--- src/rtl/egt_pkg.sv ---
// Shared types, constants and register codes for the elliptical Gaussian uv taper.
package egt_pkg;

  // Field widths
  localparam int ROW_W      = 9;
  localparam int PART_W     = 32;
  localparam int WEIGHT_W   = 17;
  localparam int ANGLE_W    = 16;
  localparam int COEF_W     = 32;
  localparam int COEF_HALF_W = 16;
  localparam int RADIUS_W   = 20;

  // Parameter defaults
  localparam int GRID_SIZE_DEF      = 512;
  localparam int EXP_TABLE_BITS_DEF = 8;

  // Configuration port
  localparam int CFG_IDX_W  = 3;
  localparam int CFG_DATA_W = 32;
  localparam logic [CFG_IDX_W-1:0] CFG_COS_ANGLE       = 3'd0;
  localparam logic [CFG_IDX_W-1:0] CFG_SIN_ANGLE       = 3'd1;
  localparam logic [CFG_IDX_W-1:0] CFG_MAJOR_COEFF     = 3'd2;
  localparam logic [CFG_IDX_W-1:0] CFG_MINOR_COEFF     = 3'd3;
  localparam logic [CFG_IDX_W-1:0] CFG_BLANK_ENABLE    = 3'd4;
  localparam logic [CFG_IDX_W-1:0] CFG_BLANK_RADIUS_SQ = 3'd5;

  // Exponent argument: Q6.16, capped at 32.0
  localparam int X_W = 22;
  localparam logic [X_W-1:0] X_CAP = 22'h20_0000;
  // Squared magnitudes at or above this many bits always saturate a nonzero term
  localparam int SQ_LOW_W = 37;

  // log2(e) in Q.16 and rounding constants
  localparam int LOG2E_W = 17;
  localparam logic [LOG2E_W-1:0] LOG2E_Q16 = 17'd94548;
  localparam int ROUND_HALF_Q16 = 32768;
  // Shift counts at or above this value give a zero weight
  localparam int K_LIMIT = 17;
  // Weight shift is 14 + k; the rounding form shifts by 13 + k first
  localparam int W_SHIFT_BASE = 13;
  localparam int SH_W = 5;

  // Mantissa of 2^(-f), Q.30
  localparam int M_FRAC_W = 30;
  localparam int M_W      = 31;
  localparam logic [M_W-1:0] M_ONE   = 31'h4000_0000;
  localparam logic [M_W-1:0] M_ROUND = 31'h2000_0000;
  localparam int EXP_STEPS_MAX = 12;
  // 2^(-2^-j) in Q.30, j = 1..12
  localparam logic [M_FRAC_W-1:0] EXP_STEP [0:EXP_STEPS_MAX-1] = '{
    30'd759250125,  30'd902905651,  30'd984625594,  30'd1028218693,
    30'd1050733751, 30'd1062175491, 30'd1067942999, 30'd1070838486,
    30'd1072289173, 30'd1073015252, 30'd1073378476, 30'd1073560135
  };

  // Pipeline and queue sizes
  localparam int FRONT_STAGES = 6;
  localparam int QUEUE_DEPTH  = 4;
  localparam int QUEUE_PTR_W  = $clog2(QUEUE_DEPTH);
  localparam int QUEUE_CNT_W  = $clog2(QUEUE_DEPTH + 1);

  // Configuration register set
  typedef struct packed {
    logic signed [ANGLE_W-1:0] cos_angle;
    logic signed [ANGLE_W-1:0] sin_angle;
    logic [COEF_W-1:0]         major_coeff;
    logic [COEF_W-1:0]         minor_coeff;
    logic                      blank_enable;
    logic [RADIUS_W-1:0]       blank_radius_sq;
  } cfg_t;

  localparam cfg_t CFG_RESET = '{
    cos_angle:       16'sd6813,
    sin_angle:       -16'sd32051,
    major_coeff:     32'd65536,
    minor_coeff:     32'd65536,
    blank_enable:    1'b0,
    blank_radius_sq: 20'd524288
  };

  // Sample parts carried alongside the weight computation
  typedef struct packed {
    logic signed [PART_W-1:0] vis_real;
    logic signed [PART_W-1:0] vis_imag;
  } parts_t;

  // Input item
  typedef struct packed {
    logic [ROW_W-1:0]         grid_row;
    logic [ROW_W-1:0]         grid_col;
    logic signed [PART_W-1:0] vis_real;
    logic signed [PART_W-1:0] vis_imag;
  } vis_item_t;

  // Result item
  typedef struct packed {
    logic signed [PART_W-1:0] tapered_real;
    logic signed [PART_W-1:0] tapered_imag;
    logic [WEIGHT_W-1:0]      taper_weight;
  } taper_item_t;

  // Classified item passed from front to back
  typedef struct packed {
    logic [X_W-1:0] x;
    logic           blank;
    parts_t         parts;
  } work_item_t;

endpackage

--- src/rtl/egt_stream_if.sv ---
// Valid/ready stream channel carrying one item of type T.
interface egt_stream_if #(parameter type T = logic) ();
  logic valid;
  logic ready;
  T     data;

  modport source (output valid, output data, input ready);
  modport sink (input valid, input data, output ready);
endinterface

--- src/rtl/egt_fifo.sv ---
// Short queue between the front and the back.
module egt_fifo (
  input  logic         clk,
  input  logic         rst,
  egt_stream_if.sink   push,
  egt_stream_if.source pop
);
  import egt_pkg::*;

  work_item_t             mem [0:QUEUE_DEPTH-1];
  logic [QUEUE_PTR_W-1:0] wr_ptr;
  logic [QUEUE_PTR_W-1:0] rd_ptr;
  logic [QUEUE_CNT_W-1:0] count;
  logic                   do_push;
  logic                   do_pop;

  assign push.ready = (count != QUEUE_CNT_W'(QUEUE_DEPTH));
  assign pop.valid  = (count != '0);
  assign pop.data   = mem[rd_ptr];
  assign do_push    = push.valid && push.ready;
  assign do_pop     = pop.valid && pop.ready;

  // Store an incoming item
  always_ff @(posedge clk) begin
    if (do_push) begin
      mem[wr_ptr] <= push.data;
    end
  end

  // Advance pointers and occupancy
  always_ff @(posedge clk) begin
    if (rst) begin
      wr_ptr <= '0;
      rd_ptr <= '0;
      count  <= '0;
    end else begin
      if (do_push) begin
        wr_ptr <= wr_ptr + QUEUE_PTR_W'(1);
      end
      if (do_pop) begin
        rd_ptr <= rd_ptr + QUEUE_PTR_W'(1);
      end
      if (do_push && !do_pop) begin
        count <= count + QUEUE_CNT_W'(1);
      end else if (do_pop && !do_push) begin
        count <= count - QUEUE_CNT_W'(1);
      end
    end
  end

endmodule

--- src/flat_wrapper.sv ---
// flat-port wrapper written by rule: the top's interface ports become plain ports
module egt_fifo_flat import egt_pkg::*;
  (clk, rst, push_valid, push_data, push_ready, pop_valid, pop_data, pop_ready);
  egt_stream_if push_i ();
  egt_stream_if pop_i ();
  input  logic clk;
  input  logic rst;
  input wire logic [$bits(push_i.valid)-1:0] push_valid;
  input wire logic [$bits(push_i.data)-1:0] push_data;
  output wire logic [$bits(push_i.ready)-1:0] push_ready;
  output wire logic [$bits(pop_i.valid)-1:0] pop_valid;
  output wire logic [$bits(pop_i.data)-1:0] pop_data;
  input wire logic [$bits(pop_i.ready)-1:0] pop_ready;
  assign push_i.valid = push_valid;
  assign push_i.data = push_data;
  assign push_ready = push_i.ready;
  assign pop_valid = pop_i.valid;
  assign pop_data = pop_i.data;
  assign pop_i.ready = pop_ready;
  egt_fifo u_core (.clk(clk), .rst(rst), .push(push_i), .pop(pop_i));
endmodule
--- config.mk ---
export PLATFORM = sky130hd
export DESIGN_NAME = egt_fifo_flat
export DESIGN_NICKNAME = d
export VERILOG_FILES = /design/src/rtl/egt_pkg.sv /design/src/rtl/egt_stream_if.sv /design/src/rtl/egt_fifo.sv /design/src/flat_wrapper.sv
export SDC_FILE = /design/constraint.sdc
export NUM_CORES = 1
export LEC_CHECK = 0
export ABC_AREA = 0
export ABC_CLOCK_PERIOD_IN_PS = 2400
export BUFFER_PORTS_ARGS = -buffer_cell sky130_fd_sc_hd__buf_2
export CAP_MARGIN = 25
export CORE_AREA = 2 2 39 41
export DETAILED_ROUTE_END_ITERATION = 8
export DIE_AREA = 0 0 41 43
export PLACE_DENSITY = 0.67
export SLEW_MARGIN = 5
export SYNTH_ARGS = -nofsm -noshare
export SYNTH_HDL_FRONTEND = slang
export SYNTH_SLANG_ARGS = --single-unit
--- constraint.sdc ---
create_clock -name clk -period 2.4 [get_ports clk]
set_clock_uncertainty 0.1 [all_clocks]
set_input_delay 0.48 -clock clk [delete_from_list [all_inputs] [get_ports clk]]
set_output_delay 0.48 -clock clk [all_outputs]
set_load 0.1 [all_outputs]
### After elaboration in Yosys (flattened, before gate mapping)

Memory sizes are Yosys's and may differ from the RTL's. A register that Yosys moved wholly into a read port is not among the register bits.
Index checks and enable logic that the tools add are counted.
Widths: inputs -> output; s select.

| word-level totals | value |
|---|---|
| logic and storage cells | 23 |
| output and inout port bits | 3 |
| RAM bits | 4 |
| bits in registers | 7 |
| memories | 1 |
| bits of input ports | 5 |

Memory list:

| memory | depth | bits a word | rd ports | clocked after memory_dff | write ports | line | RTL |
|---|---|---|---|---|---|---|---|
| u_core.mem | 4 | 1 | 1 | 1 | 1 | egt_fifo.sv:10 | `work_item_t mem [0:QUEUE_DEPTH-1];` |

| operators by class | value |
|---|---|
| reduce and logical (&&, ||, !) cells | 8 |
| $add $sub $neg | 4 |
| muxes and demuxes | 6 |
| eq/ne operators | 1 |

Operator list:

| operator | count |
|---|---|
| $mux 3 | 2 |
| $add 2x1->2 const B | 2 |
| $logic_and 1x1->1 | 4 |
| $mux 2 | 2 |
| $add 3x1->3 const B | 1 |
| $ne 3x3->1 const B | 1 |
| $reduce_bool 3->1 | 1 |
| $sub 3x1->3 const B | 1 |
| $logic_not 1->1 | 2 |
| $mux 1 | 2 |
| $reduce_bool 2->1 | 1 |

### Depth between registers and ports, before layout

Gate-level depths: netlist of run 1.

| logic depth | value |
|---|---|
| word-level depth | 6 |
| depth in mapped cells | 8 |

### Least setup slack after synthesis of run 1

No wires, ideal clock.

| path | value |
|---|---|
| path kind | register to register |
| from | register u_core.count[0] |
| to | register u_core.count[2] |
| buffers on the path | 0 |
| arrival | 1.930 ns |
| period minus slack after synthesis | 2.100 ns |
| cell stages (with the launch flop) | 9 |
| data required time | 2.230 ns |
| slack | 0.300 ns |
| path through | dfxtp_1 nor2_2 a21boi_4 ha_1 inv_1 fa_1 xor2_1 or3_1 a21oi_1 |

| on the way | value |
|---|---|
| longest elaborated chain between the ends | 5 |
| elaborated cells between the ends (all ways) | 13 |
| those cells by class | add/sub (2); eq/ne (1); mux (2); reduce/logical (8) |

RTL lines:

| item | line | RTL |
|---|---|---|
| start, declared | egt_fifo.sv:13 | `logic [QUEUE_CNT_W-1:0] count;` |
| start signal, assigned | egt_fifo.sv:44 | `count <= count + QUEUE_CNT_W'(1);` |
| start signal, assigned | egt_fifo.sv:46 | `count <= count - QUEUE_CNT_W'(1);` |
| $ne 3x3->1 * | egt_fifo.sv:17 | `assign push.ready = (count != QUEUE_CNT_W'(QUEUE_DEPTH));` |
| $logic_and 1x1->1 * | egt_fifo.sv:20 | `assign do_push = push.valid && push.ready;` |
| net u_core.do_push | egt_fifo.sv:14 | `logic do_push;` |
| $logic_not 1->1 | egt_fifo.sv:45 | `end else if (do_pop && !do_push) begin` |
| $logic_and 1x1->1 | egt_fifo.sv:45 |  |
| $reduce_bool 2->1 (no line) | -- |  |

Mark *: on every way through the listed nets, which the timed path passes. The rest lies on a longest branch. The select of a mux whose other input is x is not followed.
A chain may end at the register's enable or synchronous reset.

### Worst setup path after layout of run 1

| path | value |
|---|---|
| from | register u_core.count[0] |
| to | register u_core.count[2] |

| on the way | value |
|---|---|
| longest elaborated chain between the ends | 5 |
| elaborated cells between the ends (all ways) | 13 |
| those cells by class | add/sub (2); eq/ne (1); mux (2); reduce/logical (8) |

RTL lines:

| item |
|---|
| branches (longest 5 deep; another with $sub 3x1->3) |

Several ways; the timed one is not identified. The select of a mux whose other input is x is not followed.

==> reports/qor.csv, run 1 <==
metric,value,unit
crit_slowest_cell,dfxtp_1,
layout_min_cycle_time,2210,ps
numPortBuffers,7,
yosysSeqAreaShare,0.478,
synth_top_flop_cell,dfxtp_1,
synth_compound_area_frac,0.0797,
die_w,41,um
peakVddDrop,650,uV
grt.total_usage,0.132,
dr.pass1.iters,2,
core_area,0.00138,sq mm
synth_warnings,0,
synth_edf_count,4,
reg2regPathDepth,7,
cts_resized,0,
overflow,0,
power.internal,483,uW
yosys.area.top_type,dfxtp_1,
max_freq,0.452,GHz
critPathMaxFanout,6,
rr_endpoint,u_core.count[2],
io_pins,8,
synthMuxAreaShare,0.0916,
fin_nets,77,
worstMarginPinSlew,484,ps
combinationalPowerShare,0.474,
ant_nets,0,
cts_buffers,3,
leakagePower,0.000312,uW
dp_hpwl,670,um
worstReg2RegStart,u_core.count[0],
ys_seq_elements,13,
cts_buffer_depth,2,
p_sw_frac,0.458,
ff2ff_setup_slack,190,ps
period_share,0.922,
worstHoldPathCells,1,
cts_sinks,13,
crit_chain,"o31ai_2, ha_1, inv_1, fa_1, xor2_1, or3_1, a21oi_1",
synth.avg_cell_area,11.9,sq um
grt_max_degree,11,
grt_setup_unrepaired,false,
grt_pass1_wl,1500,um
synth_top_family_by_area,simple AND/OR/NAND/NOR gates,
drv_slew,0,
die_h,43,um
post-cts-setup-buffer-count,0,
clk_pin_slew,80,ps
hold_viol,0,
die-area,0.00176,sq mm
drc_errors,0,
min_to,u_core.mem[0],
setup_viol,0,
postCtsHoldBufs,0,
ys_types,22,
yosysTopAreaCellShare,0.287,
p_seq_frac,0.377,
synth_adder_area_share,0.131,
cp-end-kind,flop,
ys_async_sr_fraction,0,
pwr-share-clk,0.149,
setup_tns,0,ps
antenna-diode-count,0,
vias,393,
min_from,push_data,
cts-root-buf,clkbuf_4,
power,890,uW
viasPerCell,4.85,
synth_most_common_cell,dfxtp_1,
antenna_found_initial,0,
powerDensity,1230,mW/mm^2
slew_headroom,0.680,
clk_latency,270,ps
critPathKind,flop to flop,
drv_cap,0,
synth_common_cells,"dfxtp_1 (9), nor2_1 (7), ha_1 (5)",
first_global_vias,369,
cts_tree,built,
synth_cells,53,
globalplace.congestion,0.735,
required,2510,ps
placementRows,14,
layout-drive-gt1-share,0.277,
hold_class,input pin to flop,
cp-start-kind,flop,
routedWlPerCell,10.5,um
yosys.area_share.xor_xnor,0.0558,
synth-simple-area-share,0.139,
cts.htree.levels,1,
cp.arrival,2320,ps
initial_core_util,0.454,
yosys-top-cells-area,"dfxtp_1 (29%), edfxtp_1 (19%), ha_1 (10%)",
routed_wl,854,um
syn_nets,64,
syn_area,628,sq um
max_stage_delay,400,ps
drt_iter0_markers,3,
area_delta_synth_final,14.7,%
p_switching,407,uW
status,"complete, no violations",
==> stage by stage <==
step	worst slack (ps)	cell area [sq um]	util	instances	hold WS (ps)
floorplan	300	628	-	53	382
global placement	245	694	0.502	77	403
detailed placement	181	694	0.502	77	418
CTS	170	721	0.521	81	306
global route	44.7	721	0.521	81	315
finish	187	721	0.521	81	322
==> power groups by stage <==
| stage | Sequential (uW) | Clock, uW | Combinational [uW] |
|---|---|---|---|
| finish | 336 | 132 | 422 |
| floorplan | 332 | 0 | 361 |
| detailed placement | 341 | 0 | 427 |
| CTS | 336 | 141 | 427 |
| global route | 344 | 145 | 465 |
| global placement | 340 | 0 | 417 |
==> kinds of logic (layout without fill, tap and decap cells) <==
logic type	Yosys count	in the layout
multiplexers	4	4
buffers and inverters	4	16
XOR/XNOR	4	4
adder cells (fa/ha/maj)	6	6
AO/OA/AOI/OAI	5	5
AND/OR/NAND/NOR	17	17
flip-flops	13	13
==> worst max-delay path, delay by kind of cell, from the launching register on <==
kind,cells,cell delay (ps)
adder cells (fa/ha/maj),2,630
buffers and inverters,1,60
XOR/XNOR,1,160
flip-flops,1,400
AO/OA/AOI/OAI,2,490
AND/OR/NAND/NOR,1,300
==> placed cells by master, fill, tap and decap left out, types with 2 or more instances in the layout <==
cell and instances:
and2_1 4, buf_2 7, buf_4 2, clkbuf_4 3, dfxtp_1 9, edfxtp_1 4, ha_1 5, inv_1 3
mux2i_1 2, nand2b_1 2, nor2_1 7, xor2_1 4
==> routing by layer <==
metal / share of wire / vias to the layer above / global-route usage
li1: - / 205 / -
met1: 0.47 / 182 / 0.154
met2: 0.49 / 6 / 0.188
met3: 0.035 / 0 / 0.0628
met4: 0 / 0 / 0.0800
met5: 0 / - / 0
==> worst max path at each step <==
stage	startpoint	to	slack [ps]	cells after the start
2_1_floorplan	u_core.count[0]	u_core.count[2]	300	8
3_3_place_gp	u_core.count[0]	u_core.count[2]	240	7
3_5_place_dp	u_core.count[0]	u_core.count[2]	180	7
4_1_cts	u_core.count[0]	u_core.count[2]	170	7
5_1_grt	u_core.count[0]	u_core.count[2]	40	7
6_report	u_core.count[0]	u_core.count[2]	190	7
==> final cells by class <==
class                      instances  area (sq um)
sequential                        13           300
inverter                           3          11.3
clock buffer                       4          26.3
multi-input combinational         36           313
tap                               16          20.0
fill                             119           663
timing repair buffer               9          50.0
Power figures use the tool's default switching activity.
==> inputs of run 2 (changes only) <==
BUFFER_PORTS_ARGS = -buffer_cell sky130_fd_sc_hd__clkbuf_2   (was -buffer_cell sky130_fd_sc_hd__buf_2)
==> reports/qor.csv, run 2 (synthesized netlist as in run 1, its figures left out) <==
metric,value,unit
final_cell_mix,"dfxtp_1 (9), nor2_1 (7), clkbuf_2 (7)",
die_w,41,um
antenna-diode-count,0,
setup_viol,0,
cp-end-kind,flop,
seqCellArea,300,sq um
nFillCells,128,
cp.arrival,2270,ps
layout.cells.most_common,dfxtp_1,
max_freq,0.463,GHz
drt_iter0_markers,4,
drv_cap,0,
io_pins,8,
status,"complete, no violations",
antenna_found_initial,0,
cts-root-buf,clkbuf_4,
max_stage_delay,390,ps
dr.pass1.iters,3,
hold_class,input pin to flop,
layout-drive-gt1-share,0.266,
post-cts-setup-buffer-count,0,
powerDensity,1230,mW/mm^2
placed_area,687,sq um
ant_nets,0,
multi_input_area,313,sq um
fin_nets,76,
overflow,0,
globalplace.congestion,0.713,
grt.total_usage,0.144,
critPathKind,flop to flop,
area_delta_synth_final,13.5,%
layout_min_cycle_time,2160,ps
cts_buffer_depth,2,
critPathMaxFanout,6,
clk_pin_slew,80,ps
die_h,43,um
cp-start-kind,flop,
worstMarginPinSlew,536,ps
core_area,0.00138,sq mm
cts_tree,built,
period_share,0.900,
clk_latency,270,ps
vias,392,
cts.htree.levels,1,
cts_buffers,3,
crit_chain,"o31ai_2, ha_1, inv_1, fa_1, xor2_1, or3_1, a21oi_1",
fin_area,713,sq um
cts_resized,0,
die-area,0.00176,sq mm
slew_headroom,0.644,
initial_core_util,0.454,
viasPerCell,4.90,
crit_slowest_cell,dfxtp_1,
required,2510,ps
peakVddDrop,801,uV
numPortBuffers,7,
placementRows,14,
leakagePower,0.000309,uW
grt_pass1_wl,1570,um
hold_viol,0,
drv_slew,0,
cts_sinks,13,
drc_errors,0,
grt_setup_unrepaired,false,
postCtsHoldBufs,0,
first_global_vias,387,
setup_tns,0,ps
dp_hpwl,665,um
routedWlPerCell,10.6,um
routed_wl,845,um
grt_max_degree,11,
==> run 2: cell count changes in the layout (fill, tap and decap cells not counted), sizes merged <==
cell | previous run | this run
clkbuf | 4 | 11
buf | 9 | 1
==> run 2: where the power goes <==
group / switching, uW / internal (uW)
Combinational: 281 / 130
Clock: 65.2 / 64.3
Sequential: 58.0 / 281
Total: 404 / 475
==> run 2: path summary, 6_finish.rpt <==
path / cells past startpoint / slack (ps) / endpoint / start
max reg2reg: 7 / 240 / u_core.count[2] / u_core.count[0]
min: 1 / 330 / u_core.mem[2] / push_data
max: 7 / 240 / u_core.count[2] / u_core.count[0]
min reg2reg: 2 / 420 / u_core.wr_ptr[1] / u_core.wr_ptr[1]
==> run 2: critical path, delay by kind of cell, from the launching register on <==
family	cells	cell delay, ps
adder cells (fa/ha/maj)	2	600
buffers and inverters	1	60
flip-flops	1	390
AO/OA/AOI/OAI	2	490
XOR/XNOR	1	160
AND/OR/NAND/NOR	1	300
==> run 2: stage by stage <==
step	setup slack (ps)	util	hold WS (ps)	cells	power [uW]
after floorplan	300	-	382	53	693
after global placement	261	0.496	404	76	751
after detailed placement	233	0.496	415	76	761
after CTS	213	0.515	324	80	894
after global routing	66.2	0.515	312	80	957
final	239	0.515	331	80	879
==> run 2: cell type report <==
class	count	area share
Multi-Input combinational cell	36	0.439
Sequential cell	13	0.421
Timing Repair Buffer	8	0.0596
Clock buffer	4	0.0368
Tap cell	16	0.0281
Inverter	3	0.0158
==> run 2: metal layers <==
layer  up-vias  global-route usage  share of wire
li1        202                   -              -
met1       184               0.178           0.43
met5         -                   0              0
met2         4               0.184           0.52
met4         0               0.120          0.021
met3         2              0.0628          0.031
==> inputs of run 3 (changes only) <==
==> constraint.sdc (replaced) <==
create_clock -name clk -period 2.4 [get_ports clk]
set_clock_uncertainty 0.1 [all_clocks]
set_input_delay 0.6 -clock clk [delete_from_list [all_inputs] [get_ports clk]]
set_output_delay 0.6 -clock clk [all_outputs]
set_load 0.1 [all_outputs]
==> reports/qor.csv, run 3 (synthesized netlist as in run 1, its figures left out) <==
metric,value,unit
place_ws,158,ps
antenna_found_initial,0,
cts_tree,built,
cp.arrival,1530,ps
status,"complete, no violations",
ant_nets,0,
crit_family,simple AND/OR/NAND/NOR gates,
globalplace.congestion,0.730,
cts.htree.levels,1,
cp-start-kind,flop,
grt.total_usage,0.124,
drt_iter0_markers,1,
cts_resized,0,
required,1700,ps
peakVddDrop,536,uV
fin_nets,76,
layout-drive-gt1-share,0.266,
slew_headroom,0.642,
ff2ff_setup_slack,250,ps
numPortBuffers,7,
placementRows,14,
grt_pass1_wl,1410,um
setup_ws,168,ps
die_h,43,um
layout.cells.most_common,dfxtp_1,
worstSetupPathDepth,2,
powerDensity,1230,mW/mm^2
die_w,41,um
postCtsHoldBufs,0,
crit_end,pop_valid,
antenna-diode-count,0,
grt_max_degree,11,
worstReg2RegStart,u_core.count[0],
dp_hpwl,630,um
routed_wl,782,um
max_stage_delay,490,ps
clk_latency,270,ps
cts_buffer_depth,2,
drc_errors,0,
cts-root-buf,clkbuf_4,
period_share,0.930,
clk_pin_slew,80,ps
vias,367,
io_pins,8,
area_delta_synth_final,13.5,%
core_area,0.00138,sq mm
cts_buffers,3,
routedWlPerCell,9.78,um
layout_min_cycle_time,2230,ps
cp_num_buf_inv,1,
worstMarginPinSlew,539,ps
initial_core_util,0.454,
hold_class,flop to flop,
critPathKind,flop to primary output,
final_cell_mix,"dfxtp_1 (9), nor2_1 (7), clkbuf_2 (7)",
max_freq,0.448,GHz
crit_chain,"or3_2, clkbuf_2",
setup_viol,0,
viasPerCell,4.59,
worstHoldPathCells,2,
reg2regPathDepth,7,
cts_sinks,13,
rr_endpoint,u_core.count[2],
dr.pass1.iters,2,
critPathLaunch,u_core.count[0],
nFillCells,126,
first_global_vias,358,
setup_tns,0,ps
critPathMaxFanout,6,
drv_cap,0,
overflow,0,
grt_setup_unrepaired,false,
drv_slew,0,
hold_viol,0,
cp-end-kind,primary output,
leakagePower,0.000309,uW
die-area,0.00176,sq mm
crit_slowest_cell,or3_2,
post-cts-setup-buffer-count,0,
==> run 3: final cells by class <==
type	instances	area (sq um)	share of cell area
sequential	13	300	0.421
timing repair buffer	8	42.5	0.0596
clock buffer	4	26.3	0.0368
tap	16	20.0	0.0281
inverter	3	11.3	0.0158
multi-input combinational	36	313	0.439
==> run 3: routing by layer <==
layer,vias up,part of all wire,global-route usage
li1,199,-,-
met5,-,0,0
met2,4,0.48,0.159
met4,0,0.012,0.100
met3,2,0.027,0.0314
met1,162,0.48,0.168
==> run 3: worst min-delay path by stage <==
stage	from	end	slack, ps
floorplan	u_core.wr_ptr[1]	u_core.wr_ptr[1]	380
global placement	u_core.wr_ptr[1]	u_core.wr_ptr[1]	400
detailed placement	u_core.wr_ptr[1]	u_core.wr_ptr[1]	420
CTS	u_core.wr_ptr[1]	u_core.wr_ptr[1]	430
global route	u_core.wr_ptr[1]	u_core.wr_ptr[1]	450
finish	u_core.wr_ptr[1]	u_core.wr_ptr[1]	420
==> run 3: per-stage QoR <==
step / cells / total power, uW / area (sq um) / hold slack (ps) / util
after floorplan: 53 / 693 / 628 / 382 / -
after global placement: 76 / 748 / 687 / 404 / 0.496
final: 80 / 874 / 713 / 419 / 0.515
after global routing: 80 / 940 / 713 / 450 / 0.515
after detailed placement: 76 / 758 / 687 / 416 / 0.496
after CTS: 80 / 890 / 713 / 428 / 0.515
==> run 3: report_power, final <==
group | switching [uW] | total (uW) | leakage [uW] | internal (uW)
Clock | 65.1 | 129 | 0.0000150 | 64.3
Sequential | 55.8 | 337 | 0.000111 | 281
Combinational | 278 | 408 | 0.000184 | 130
==> run 3: worst register-to-register path, delay by kind of cell (launching register included) <==
kind,cells,cell delay [ps]
AO/OA/AOI/OAI,2,480
XOR/XNOR,1,150
adder cells (fa/ha/maj),2,610
buffers and inverters,1,60
flip-flops,1,400
AND/OR/NAND/NOR,1,300
